$ cat src/sv/trc_pkg.sv
// package for the trusted range checker: command and status codes, cell controls
// and controller states; no dependencies
package trc_pkg;

   // widths that cover every legal table and cache depth
   localparam int LEN_BITS  = 11;
   localparam int SLOT_BITS = 10;

   typedef enum logic [2:0] {
      CMD_LOOKUP     = 3'd0,
      CMD_REPLACE    = 3'd1,
      CMD_ADD        = 3'd2,
      CMD_REMOVE     = 3'd3,
      CMD_INVALIDATE = 3'd4
   } cmd_type;

   typedef enum logic [1:0] {
      STS_OK      = 2'd0,
      STS_INVALID = 2'd1,
      STS_FULL    = 2'd2
   } status_type;

   typedef enum logic [1:0] {
      RNG_HOLD,
      RNG_KEEP,
      RNG_DROP,
      RNG_LOAD
   } rng_mode_type;

   typedef struct packed {
      rng_mode_type              mode;
      logic [LEN_BITS-1:0]       len;
   } rng_ctrl_type;

   typedef enum logic [1:0] {
      MEMO_HOLD,
      MEMO_ROTATE,
      MEMO_LOAD,
      MEMO_CLEAR
   } memo_mode_type;

   typedef struct packed {
      memo_mode_type             mode;
      logic [SLOT_BITS-1:0]      slot;
   } memo_ctrl_type;

   typedef enum logic [2:0] {
      ST_IDLE,
      ST_EXEC,
      ST_MEMO,
      ST_RANGE,
      ST_FILL,
      ST_COUNT,
      ST_DROP,
      ST_DONE
   } state_type;

endpackage

$ cat src/sv/trc_memo_cell.sv
// one slot of the memo ring: address, answer and valid flag
// depends on trc_pkg
module trc_memo_cell #(
   parameter int IDX = 0,
   parameter int DW  = 65
) (
   input  logic                   clock,
   input  logic                   reset,
   input  trc_pkg::memo_ctrl_type ctrl,
   input  logic                   next_valid,
   input  logic [DW-1:0]          next_data,
   input  logic [DW-1:0]          load_data,
   output logic                   valid,
   output logic [DW-1:0]          data
);

   localparam int SB = trc_pkg::SLOT_BITS;
   localparam logic [SB-1:0] POS = SB'(IDX);

   logic          valid_ff;
   logic          valid_in;
   logic [DW-1:0] data_ff;
   logic [DW-1:0] data_in;

   always_comb begin
      valid_in = valid_ff;
      data_in  = data_ff;
      case (ctrl.mode)
         trc_pkg::MEMO_ROTATE: begin
            valid_in = next_valid;
            data_in  = next_data;
         end
         trc_pkg::MEMO_LOAD: begin
            if (POS == ctrl.slot) begin
               valid_in = 1'b1;
               data_in  = load_data;
            end
         end
         trc_pkg::MEMO_CLEAR: begin
            valid_in = 1'b0;
         end
         default: begin
            valid_in = valid_ff;
         end
      endcase
   end

   always_ff @(posedge clock) begin
      if (reset) begin
         valid_ff <= 1'b0;
      end else begin
         valid_ff <= valid_in;
      end
   end

   always_ff @(posedge clock) begin
      data_ff <= data_in;
   end

   assign valid = valid_ff;
   assign data  = data_ff;

endmodule

$ cat config.mk
export PLATFORM = sky130hd
export DESIGN_NAME = trc_memo_cell
export DESIGN_NICKNAME = d
export VERILOG_FILES = /design/src/sv/trc_pkg.sv /design/src/sv/trc_memo_cell.sv
export SDC_FILE = /design/constraint.sdc
export NUM_CORES = 1
export LEC_CHECK = 0
export ABC_AREA = 1
export BUFFER_PORTS_ARGS = -buffer_cell sky130_fd_sc_hd__buf_2
export CORE_MARGIN = 2
export CORE_UTILIZATION = 44
export CTS_CLUSTER_SIZE = 10
export DETAILED_ROUTE_END_ITERATION = 10
export MAX_ROUTING_LAYER = met4
export PLACE_DENSITY = 0.93
export SLEW_MARGIN = 20
export SYNTH_ARGS = -nofsm -noshare
export SYNTH_HDL_FRONTEND = slang
export SYNTH_SLANG_ARGS = --single-unit
$ cat constraint.sdc
create_clock -name clock -period 17.1 [get_ports clock]
set_input_delay 2.565 -clock clock [delete_from_list [all_inputs] [get_ports clock]]
set_output_delay 2.565 -clock clock [all_outputs]
set_load 0.02 [all_outputs]
## Yosys cells after proc, flatten, opt, wreduce, memory -nomap -nowiden

Index checks and enable logic that the tools add are counted.

| operators by class | value |
|---|---|
| equal/unequal tests | 4 |
| mux-type cells | 4 |
| reduce and logical (&&, ||, !) cells | 5 |

Operators by type and width:

| operator | count |
|---|---|
| 65-bit one-hot mux with 2 select lines | 1 |
| 65-bit two-way mux | 1 |
| 10-bit logical NOT | 1 |
| 2-bit equality test, second input constant | 2 |
| 2-bit AND reduction | 2 |
| 1-bit one-hot mux with 3 select lines | 1 |
| 3-bit nonzero test | 1 |
| 2-bit by 1-bit equality test with 1-bit output, second input constant | 1 |
| 2-bit != test, second input constant | 1 |
| 2-bit nonzero test | 1 |
| 1-bit two-way mux | 1 |

| word-level totals | value |
|---|---|
| bits in registers | 66 |
| bits of input ports | 145 |
| output and inout port bits | 66 |

## Logic depth before layout (Yosys ltp)

| depth | value |
|---|---|
| depth in word-level cells | 3 |
| depth in mapped cells | 7 |
| mapped depth without buffers | 6 |

## Worst setup path before layout

Ideal clock, no wire load.

| timing path | value |
|---|---|
| path kind | in2reg |
| from | input ctrl[10] (netlist name) |
| to | register data_ff[0], in the netlist data[0], enable pin |
| setup time | 0.578 ns |
| arrival | 7.179 ns |
| required time | 16.522 ns |
| setup slack | 9.343 ns |
| stages on the path | 2 |
| cells stage by stage | inv_2 > o21ai_0 |

| on the way | value |
|---|---|
| cells in the longest elaborated chain, start to end | 3 |
| elaborated cells on any way between the ends | 5 |
| classes of those cells | eq/ne (3); reduce/logical (2) |

Ends and longest elaborated chain:

| element | RTL line | source |
|---|---|---|
| start: declaration | trc_memo_cell.sv:9 | `input trc_pkg::memo_ctrl_type ctrl,` |
| 2-bit equality test or 2-bit by 1-bit equality test with 1-bit output (tied branches) | trc_memo_cell.sv:28 | `case (ctrl.mode)` |
| 2-bit != test (no source line) or 2-bit nonzero test (tied branches) | - |  |
| 2-bit AND reduction (no source line) * | - |  |
| end signal: assignment | trc_memo_cell.sv:57 | `data_ff <= data_in;` |
| end: declaration | trc_memo_cell.sv:22 | `logic [DW-1:0] data_ff;` |

Every way passes the cells marked *; elsewhere a longest branch is shown, timed or not.
A chain may end at the register's enable or synchronous reset.

## Final worst setup path

| timing path | value |
|---|---|
| from | input ctrl[10] (netlist name) |
| to | register data_ff[38], in the netlist data[38], enable pin |

Same word-level chain as after synthesis.

==> results.toml <==
[grt]
antenna_found_initial = 0
grt_pass1_wl_um = 10100
grt_usage_pct = 18.8
grt_pass1_vias = 2224
overflow = 0
grt_max_degree = 67

[worst_setup_path]
worstSetupStartpointType = "input pin"
critPathMaxStageDelay_ns = 0.63
worstSetupPathType = "in2reg"
crit_fanout = 66
cpMaxStageDelayCell = "buf_4"
cp-end-kind = "register"
required_ns = 17.04
crit_arrival_ns = 4.55
path_cells = "buf_2, inv_2, nand2_4, nor2_1, nand3_1, o21ai_4, buf_4"

[drt]
ant_nets = 0
m1WireLength_um = 2400
drc_errors = 0
dr_wl_met3_um = 570
firstDrtPassIters = 4
maxUsedRoutingLayer = "met4"
vias = 2121
routed_via_density = 4.63
drt-total-wl_um = 6830
first_iter_violations = 72
avgRoutedWirePerCell_um = 14.9
route.met2.wl_um = 3650

[logic_synthesis]
synth_top_cells_by_area = "edfxtp_1 (66%), mux2_4 (15%), mux2_2 (9.8%)"
synth_seq_cells = 66
synth_edf_count = 65
yosys.area.top_type = "edfxtp_1"
async_flop_share_pct = 0
yosysTopAreaCellShare_pct = 65.5
synthCells = 162
synthDistinctLibCells = 15
syn-num-nets = 307
avgSynthCellArea_um2 = 18.4
ys.flop_type = "edfxtp_1"
synthTopCellsByCount = "edfxtp_1 (65), mux2_4 (30), mux2_2 (26), mux2_1 (9)"
syn_area_um2 = 2980
ys_seq_area_share_pct = 66.2
synth.most_common_cell = "edfxtp_1"
ys_warn_count = 0

[floorplan]
placementRows = 29
die-area_um2 = 7450
dieHeight_um = 86.3
start_util_pct = 46.1
die_w_um = 86.3
coreArea_um2 = 6460
io_pins = 211

[power]
swShare_pct = 23.5
clkPwrFrac_pct = 30.9
p_leak_nw = 2.03
ir_worst_vdd_v = 0.0000766
power_frac_comb_pct = 17.9
seq_power_share_pct = 51.3
p_sw_mw = 0.0891
internal_power_mw = 0.291
p_per_area_nw_per_um2 = 89.1

[sta]
period_needed_ns = 4.61
timing.final.ws_setup_ns = 12.49
setup_viol = 0
min_period_over_period_pct = 26.9
slew_violations = 0
hold_viol = 0
worstMarginPinSlew_ns = 0.952
timing.fmax_ghz = 0.217
fin_skew_ns = 0
setup_tns_ns = 0
slew-limit-headroom_pct = 36.5
rsz0062_at_grt = "false"

[layout]
final_util_pct = 66.0
final_nets = 522
layout-area-overhead-vs-synth_pct = 43.0
drive_gt1_share_pct = 73.8
insertedDiodeCount = 0

[clocking]
numCtsBuffers = 9
clock_sinks = 66
h-tree-depth = 3
clock_latency_ns = 0.31
cts_buffer_depth = 2
path_clk_slew_ns = 0.07
hold_buffers = 0
cts_resized = 0
cts.root.buffer_cell = "clkbuf_8"
cts_setup_buffers = 0
cts_tree = "done"

[placed_design]
io_buffer_count = 210
place_congestion = 0.870
place_worst_setup_slack_ns = 12.11
place_hpwl_um = 5360

[status]
status = "complete, no violations"

[min_path]
hp-class = "reg2reg"

[flow_run]
maxCapViolCount = 0
==> metrics by stage <==
| stage | power, mW | instance area (um2) | instances | hold WS [ns] |
|---|---|---|---|---|
| finish | 0.380 | 4260 | 458 | 0.568 |
| global placement | 0.264 | 4090 | 443 | 0.554 |
| detailed placement | 0.267 | 4090 | 443 | 0.553 |
| CTS | 0.386 | 4260 | 458 | 0.565 |
| global route | 0.398 | 4260 | 458 | 0.608 |
| floorplan | 0.238 | 2980 | 162 | 0.613 |
==> worst max-delay path, delay by kind of cell <==
family          cells  cell delay [ns]
simple gates        3             0.97
buf+inv             3             0.85
compound gates      1             0.09
==> registers in the layout, summed over array words and instances (netlist names) <==
| register | flops |
|---|---|
| data | 65 |
| valid | 1 |
==> cell type report <==
class	count	area (um2)
inverter	8	30.0
tap	77	96.3
multi-input combinational	81	930
clock inverter	5	46.3
sequential	66	1970
clock buffer	10	128
fill	469	2200
timing repair buffer	211	1060
==> power groups by stage <==
stage / Combinational, mW / Clock [mW] / Sequential (mW)
4_1_cts: 0.0690 / 0.122 / 0.195
3_5_place_dp: 0.0689 / 0 / 0.198
2_1_floorplan: 0.0227 / 0 / 0.215
3_3_place_gp: 0.0666 / 0 / 0.198
5_1_grt: 0.0729 / 0.129 / 0.196
6_report: 0.0678 / 0.117 / 0.195
==> per-layer routing <==
metal	GRT usage (%)	vias to the layer above
li1	-	1039
met1	18.5	924
met2	33.8	140
met3	4.48	18
met4	10.7	0
met5	-	-
==> layout by cell type, fill, tap and decap left out, types with 3 or more instances in the layout <==
cell type | Yosys | routed
nand2_1 | 7 | 6
mux2_1 | 9 | 9
clkbuf_8 | 0 | 9
clkinv_1 | 0 | 3
inv_1 | 7 | 7
edfxtp_1 | 65 | 65
mux2_4 | 30 | 30
mux2_2 | 26 | 26
nor2_1 | 5 | 5
buf_2 | 2 | 210
==> worst paths after layout <==
kind	from	end	slack, ns	depth (start not counted)
worst min register to register	valid	valid	0.57	4
worst max register to register	valid	valid	16.42	4
worst min-delay path	valid	valid	0.57	4
worst max-delay path	ctrl[10]	data[38]	12.49	7
==> cell families (layout without fill, tap and decap cells) <==
| group | count (synthesis) | after routing | share of synthesized area, % |
|---|---|---|---|
| DFF | 66 | 66 | 66.2 |
| and+or+nand+nor | 14 | 14 | 1.89 |
| AOI/OAI and AO/OA | 2 | 2 | 0.336 |
| buffers and inverters | 15 | 234 | 3.23 |
| muxes | 65 | 65 | 28.3 |
Note: power is estimated with default switching activity, not from simulation.
