File: config.mk
export PLATFORM = sky130hd
export DESIGN_NAME = trc_range_cell
export DESIGN_NICKNAME = d
export VERILOG_FILES = /design/src/sv/trc_pkg.sv /design/src/sv/trc_range_cell.sv
export SDC_FILE = /design/constraint.sdc
export NUM_CORES = 1
export LEC_CHECK = 0
export BUFFER_PORTS_ARGS = -buffer_cell sky130_fd_sc_hd__buf_2
export CAP_MARGIN = 5
export CORE_AREA = 3 3 302 304
export DETAILED_ROUTE_END_ITERATION = 12
export DIE_AREA = 0 0 305 307
export HOLD_SLACK_MARGIN = 0.08
export PLACE_DENSITY = 0.44
export SYNTH_ARGS = -nofsm -noshare
export SYNTH_HDL_FRONTEND = slang
export SYNTH_SLANG_ARGS = --single-unit
export TNS_END_PERCENT = 10
File: constraint.sdc
create_clock -name clock -period 10.1 [get_ports clock]
set_input_delay 0.505 -clock clock [delete_from_list [all_inputs] [get_ports clock]]
set_output_delay 0.505 -clock clock [all_outputs]
set_load 0.02 [all_outputs]
File: src/sv/trc_pkg.sv
// package for the trusted range checker: command and status codes, cell controls
// and controller states; no dependencies
package trc_pkg;

   // widths that cover every legal table and cache depth
   localparam int LEN_BITS  = 11;
   localparam int SLOT_BITS = 10;

   typedef enum logic [2:0] {
      CMD_LOOKUP     = 3'd0,
      CMD_REPLACE    = 3'd1,
      CMD_ADD        = 3'd2,
      CMD_REMOVE     = 3'd3,
      CMD_INVALIDATE = 3'd4
   } cmd_type;

   typedef enum logic [1:0] {
      STS_OK      = 2'd0,
      STS_INVALID = 2'd1,
      STS_FULL    = 2'd2
   } status_type;

   typedef enum logic [1:0] {
      RNG_HOLD,
      RNG_KEEP,
      RNG_DROP,
      RNG_LOAD
   } rng_mode_type;

   typedef struct packed {
      rng_mode_type              mode;
      logic [LEN_BITS-1:0]       len;
   } rng_ctrl_type;

   typedef enum logic [1:0] {
      MEMO_HOLD,
      MEMO_ROTATE,
      MEMO_LOAD,
      MEMO_CLEAR
   } memo_mode_type;

   typedef struct packed {
      memo_mode_type             mode;
      logic [SLOT_BITS-1:0]      slot;
   } memo_ctrl_type;

   typedef enum logic [2:0] {
      ST_IDLE,
      ST_EXEC,
      ST_MEMO,
      ST_RANGE,
      ST_FILL,
      ST_COUNT,
      ST_DROP,
      ST_DONE
   } state_type;

endpackage

File: src/sv/trc_range_cell.sv
// one entry of the range table chain: start, end and owner of one range
// depends on trc_pkg
module trc_range_cell #(
   parameter int IDX = 0,
   parameter int DW  = 192
) (
   input  logic                  clock,
   input  trc_pkg::rng_ctrl_type ctrl,
   input  logic [DW-1:0]         next_data,
   input  logic [DW-1:0]         head_data,
   input  logic [DW-1:0]         load_data,
   output logic [DW-1:0]         data
);

   localparam int LB = trc_pkg::LEN_BITS;
   localparam logic [LB-1:0] POS  = LB'(IDX);
   localparam logic [LB-1:0] POS1 = LB'(IDX + 1);

   logic [DW-1:0] data_ff;
   logic [DW-1:0] data_in;

   // the used prefix works as a queue: head leaves at cell 0, tail enters at len-1
   always_comb begin
      data_in = data_ff;
      case (ctrl.mode)
         trc_pkg::RNG_KEEP: begin
            if (POS1 < ctrl.len) begin
               data_in = next_data;
            end else if (POS1 == ctrl.len) begin
               data_in = head_data;
            end
         end
         trc_pkg::RNG_DROP: begin
            if (POS1 < ctrl.len) begin
               data_in = next_data;
            end
         end
         trc_pkg::RNG_LOAD: begin
            if (POS == ctrl.len) begin
               data_in = load_data;
            end
         end
         default: begin
            data_in = data_ff;
         end
      endcase
   end

   always_ff @(posedge clock) begin
      data_ff <= data_in;
   end

   assign data = data_ff;

endmodule

Yosys cells after proc, flatten, opt, wreduce, memory -nomap -nowiden

Cells that the tools add are included.

Register bits after elaboration: 192
Bits of input ports: 590
Output and inout port bits: 192
Word-level logic and storage cells: 17

Magnitude comparators: 1
Equal/unequal tests: 7
Mux-type cells: 5
Reductions and logical operators: 3

Operator list:

| cell                                                                  | count |
|---|---|
| 192-bit two-way mux                                                   | 4 |
| 192-bit case mux with 3 select lines                                  | 1 |
| 1-bit by 11-bit equality test with 1-bit output, first input constant | 1 |
| 11-bit zero test                                                      | 1 |
| 1-bit by 11-bit < comparator with 1-bit output, first input constant  | 1 |
| 2-bit equality test, second input constant                            | 2 |
| 2-bit inequality test, second input constant                          | 2 |
| 4-bit AND reduction                                                   | 1 |
| 3-bit inequality test, second input constant                          | 1 |
| 3-bit nonzero test                                                    | 1 |
| 2-bit by 1-bit equality test with 1-bit output, second input constant | 1 |

Longest topological paths before layout

Word-level depth: 4
Gate-level depth with buffers: 7
Depth with buffers taken out: 4

Least setup slack after synthesis

Ideal clock, no wire load.

Kind: in2reg
From: input ctrl[1] (netlist name)
To: register data_ff[0], in the netlist data[0], enable pin
Setup time: 0.563 ns
Arrival time: 5.910 ns
Required time: 9.537 ns
Setup slack: 3.627 ns
Stages: 5
Path buffers: 1
Cells stage by stage: or4_4 nor4_4 buf_4 and4b_1 or3_1

Word-level cells in the longest chain between the ends: 3
Elaborated cells between the ends (all ways): 7
Those cells by class: 1 x order compare; 4 x eq/ne; 2 x reduce/logical

Ends and longest elaborated chain:

| what                                                                            | line                                       | text |
|---|---|---|
| from (decl)                                                                     | trc_range_cell.sv:8                        | `input trc_pkg::rng_ctrl_type ctrl,` |
| 1-bit by 11-bit < comparator with 1-bit output, or another cell as far along    | trc_range_cell.sv:27, trc_range_cell.sv:34 |  |
| 3-bit inequality test (no line) / 2-bit inequality test (equally long branches) | n/a                                        |  |
| 4-bit AND reduction (no line) *                                                 | n/a                                        |  |
| to (signal assigned)                                                            | trc_range_cell.sv:50                       | `data_ff <= data_in;` |
| to (decl)                                                                       | trc_range_cell.sv:19                       | `logic [DW-1:0] data_ff;` |

Every way passes the cells marked *; elsewhere a longest branch is shown, timed or not.
A chain may end at the register's enable or synchronous reset.

Worst setup path after layout

From: input ctrl[1] (netlist name)
To: register data_ff[151], in the netlist data[151], data pin

Word-level cells in the longest chain between the ends: 3

Ends and longest elaborated chain:

| what                                           | line                 | text |
|---|---|---|
| 1-bit by 11-bit < comparator with 1-bit output | trc_range_cell.sv:27 | `if (POS1 < ctrl.len) begin` |
| 192-bit two-way mux                            | trc_range_cell.sv:27 |  |
| 192-bit case mux with 3 select lines           | trc_range_cell.sv:25 | `case (ctrl.mode)` |
| via data_in[151]                               | trc_range_cell.sv:20 | `logic [DW-1:0] data_in;` |

The timed path passes the listed nets, and every way through them passes these cells.

==> results by group <==
Final layout
  • Commonest non-fill, non-tap cells in the layout: buf_2, nand3b_1
  • Fillers: 9756
  • Final core occ: 19.8%
  • Most common cell after layout, fill and taps aside: buf_2
  • Layout cell share with drive strength beyond 1: 57.0%
  • Layout area overhead: 46.1%
  • Max reg flops: 192
  • Final #Nets: around 2400

Clocking
  • CTS buffer count: 17
  • Clock tree buffer depth: 2
  • Clock Sinks: roughly 190
  • CTS tree: yes
  • Setup Buffers After CTS: 0
  • # resized after CTS: 0
  • Post-CTS Hold Buffers: 0
  • Worst-path clk slew: about 80 ps
  • H-tree lvl count: 4
  • Clock Tree Root: clkbuf_16

Global routing
  • Remaining Overflow, GRT: 0
  • GRT Resource Usage Total: roughly 11%
  • Initial antenna violation count: 16
  • Largest net degree at the start of global routing: about 140
  • Vias in the first global route: 12737
  • First-pass GRT wire length: a little over 80000 µm

Status
  • Outcome: completed

Setup path
  • Max stage delay cell, worst path: buf_4
  • Setup Crit Path Kind: input port to flip-flop
  • CP cell instances: buf_2 -> or4_4 -> nor4_4 -> buf_4 -> buf_4 -> buf_4 -> or3b_2 -> nand3_1
  • Crit-path max cell delay: 830 ps
  • CP max FO: around 120
  • CP Data Arrival Time: between 4000 and 5000 ps
  • CP Capture Type: flip-flop
  • Most frequent CP cell: buf_4
  • CP Data Required Time: just over 10000 ps
  • Startpoint types: input port

Flow run
  • Max-cap viol count: 0

Die
  • Die Wd: roughly 310 µm
  • IO Pins: about 780
  • Die Height: between 300 and 400 µm
  • Core area: 88500 µm²
  • Initial core utilization: 13.6%
  • DIE AREA: about 94000 µm²
  • FP Rows: 109

STA
  • Final WS setup: 6020 ps
  • Slew Limit Headroom: about a quarter
  • Pins Over Slew Limit: 0
  • Final Hold Vio Count: 0
  • Period minus WS final: around 4100 ps
  • Max Clk Rate: approximately 0.25 GHz
  • Final Cycle Share: approximately two fifths
  • Setup TNS: 0 ps
  • Setup Viol. Count Final: 0
  • RSZ-0062 raised after global routing: false
  • WHS: between 300 and 400 ps
  • Tightest Pin Transition: 1110 ps

Placed design
  • Port buffer count: about 780
  • Gpl congestion: around 0.84
  • Dpl ws: 5600 ps
  • Post-DP HPWL: between 40000 and 50000 µm

Routing
  • ANT nets after route: 0
  • Routed via count: roughly 12000
  • 1st-iter DRT viols: around 900
  • TritonRoute pass-1 iters: 6
  • Drt total wl: 55800 µm
  • DRC: 0
  • Drt wl/cell: about 19 µm
  • Vias per inst: between 4 and 5

Worst hold path
  • Hold EP: data[189]$_DFFE_PP_
  • Hold Startpoint: load_data[189]
  • Worst hold path class: input port to flip-flop
  • WHS Path Cells: 3

Pwr
  • Power density cells: between 100 and 150 nW/µm²
  • Peak supply drop: around 130 µV
  • Tot Pwr: between 2 and 2.5 mW
  • Leakage: 7.16 nW

Logic synthesis
  • Sequential area share after synthesis: around half
  • Mapped Area: between 10000 and 15000 µm²
  • Flops & latches, synth: 192
  • Top cells by area, synth: edfxtp_1, or3b_2, nand3b_1, a22oi_1, nand3_1
  • Synth warn: 0
  • Syn_nets: about 1700
  • Area leader, netlist: edfxtp_1
  • Distinct cell type count after synthesis: 19
  • Post-synth top area share: about half
  • Syn avg cell area: approximately 11 µm²
  • Cell count after synthesis: ~1100
==> worst max-delay path, delay by kind of cell <==
kind / cells / cell delay, ps
buf+inv: 4 / 2460
simple gates: 4 / 1150
==> logic make-up (layout without fill, tap and decap cells) <==
logic type / after synthesis / in the layout / synth area share, %
compound gates: 193 / 193 / 12.0
buf+inv: 127 / 827 / 5.16
flops: 192 / 192 / 48.0
other cells: 0 / 14 / 0
simple gates: 586 / 586 / 34.8
==> power by group <==
group	total (mW)	switching, mW	internal (mW)
logic	0.620	0.377	0.243
registers	1.04	0.0347	1.01
clock network	0.759	0.362	0.397
total	2.42	0.774	1.65
==> how the worst max path moves through the flow <==
stage / startpoint / endpoint / cells after the start
floorplan: ctrl[1] / data[0]$_DFFE_PP_ / 5
global placement: ctrl[1] / data[166]$_DFFE_PP_ / 8
detailed placement: ctrl[1] / data[151]$_DFFE_PP_ / 8
CTS: ctrl[1] / data[151]$_DFFE_PP_ / 8
global route: ctrl[1] / data[168]$_DFFE_PP_ / 8
finish: ctrl[1] / data[151]$_DFFE_PP_ / 8
==> area by class of cell <==
class                      count  area [µm²]  share of cell area, %
timing repair buffer         795        4020                   22.9
sequential                   192        5770                   32.9
multi-input combinational    779        5640                   32.1
tap                         1165        1460                   8.31
antenna                       14        35.0                  0.200
clock inverter                15         204                   1.16
clock buffer                  17         425                   2.42
==> routing by layer <==
layer | vias to the layer above | GRT usage (%) | wire length [µm]
li1 | 5753 | - | -
met5 | - | 0 | 10
met2 | 524 | 19.8 | 28700
met3 | 78 | 3.04 | 3590
met4 | 2 | 5.39 | 1760
met1 | 5977 | 12.8 | 21700
==> metrics by stage <==
step,std cells,area (µm²)
after detailed placement,2931,16900
after floorplan,1098,12000
after global placement,2931,16900
after CTS,2963,17500
final,2977,17500
after global routing,2974,17500
==> synthesized netlist by cell type (all sizes together) <==
cell / instances
buf: 36
or3: 1
and2: 1
nand2b: 1
edfxtp: 192
or4: 2
nand3: 192
a22oi: 192
nor2b: 1
or3b: 192
clkbuf: 91
nand3b: 193
nor3b: 1
o21ai: 1
and4b: 1
nor4: 1
(Power assumes the default switching activity.)
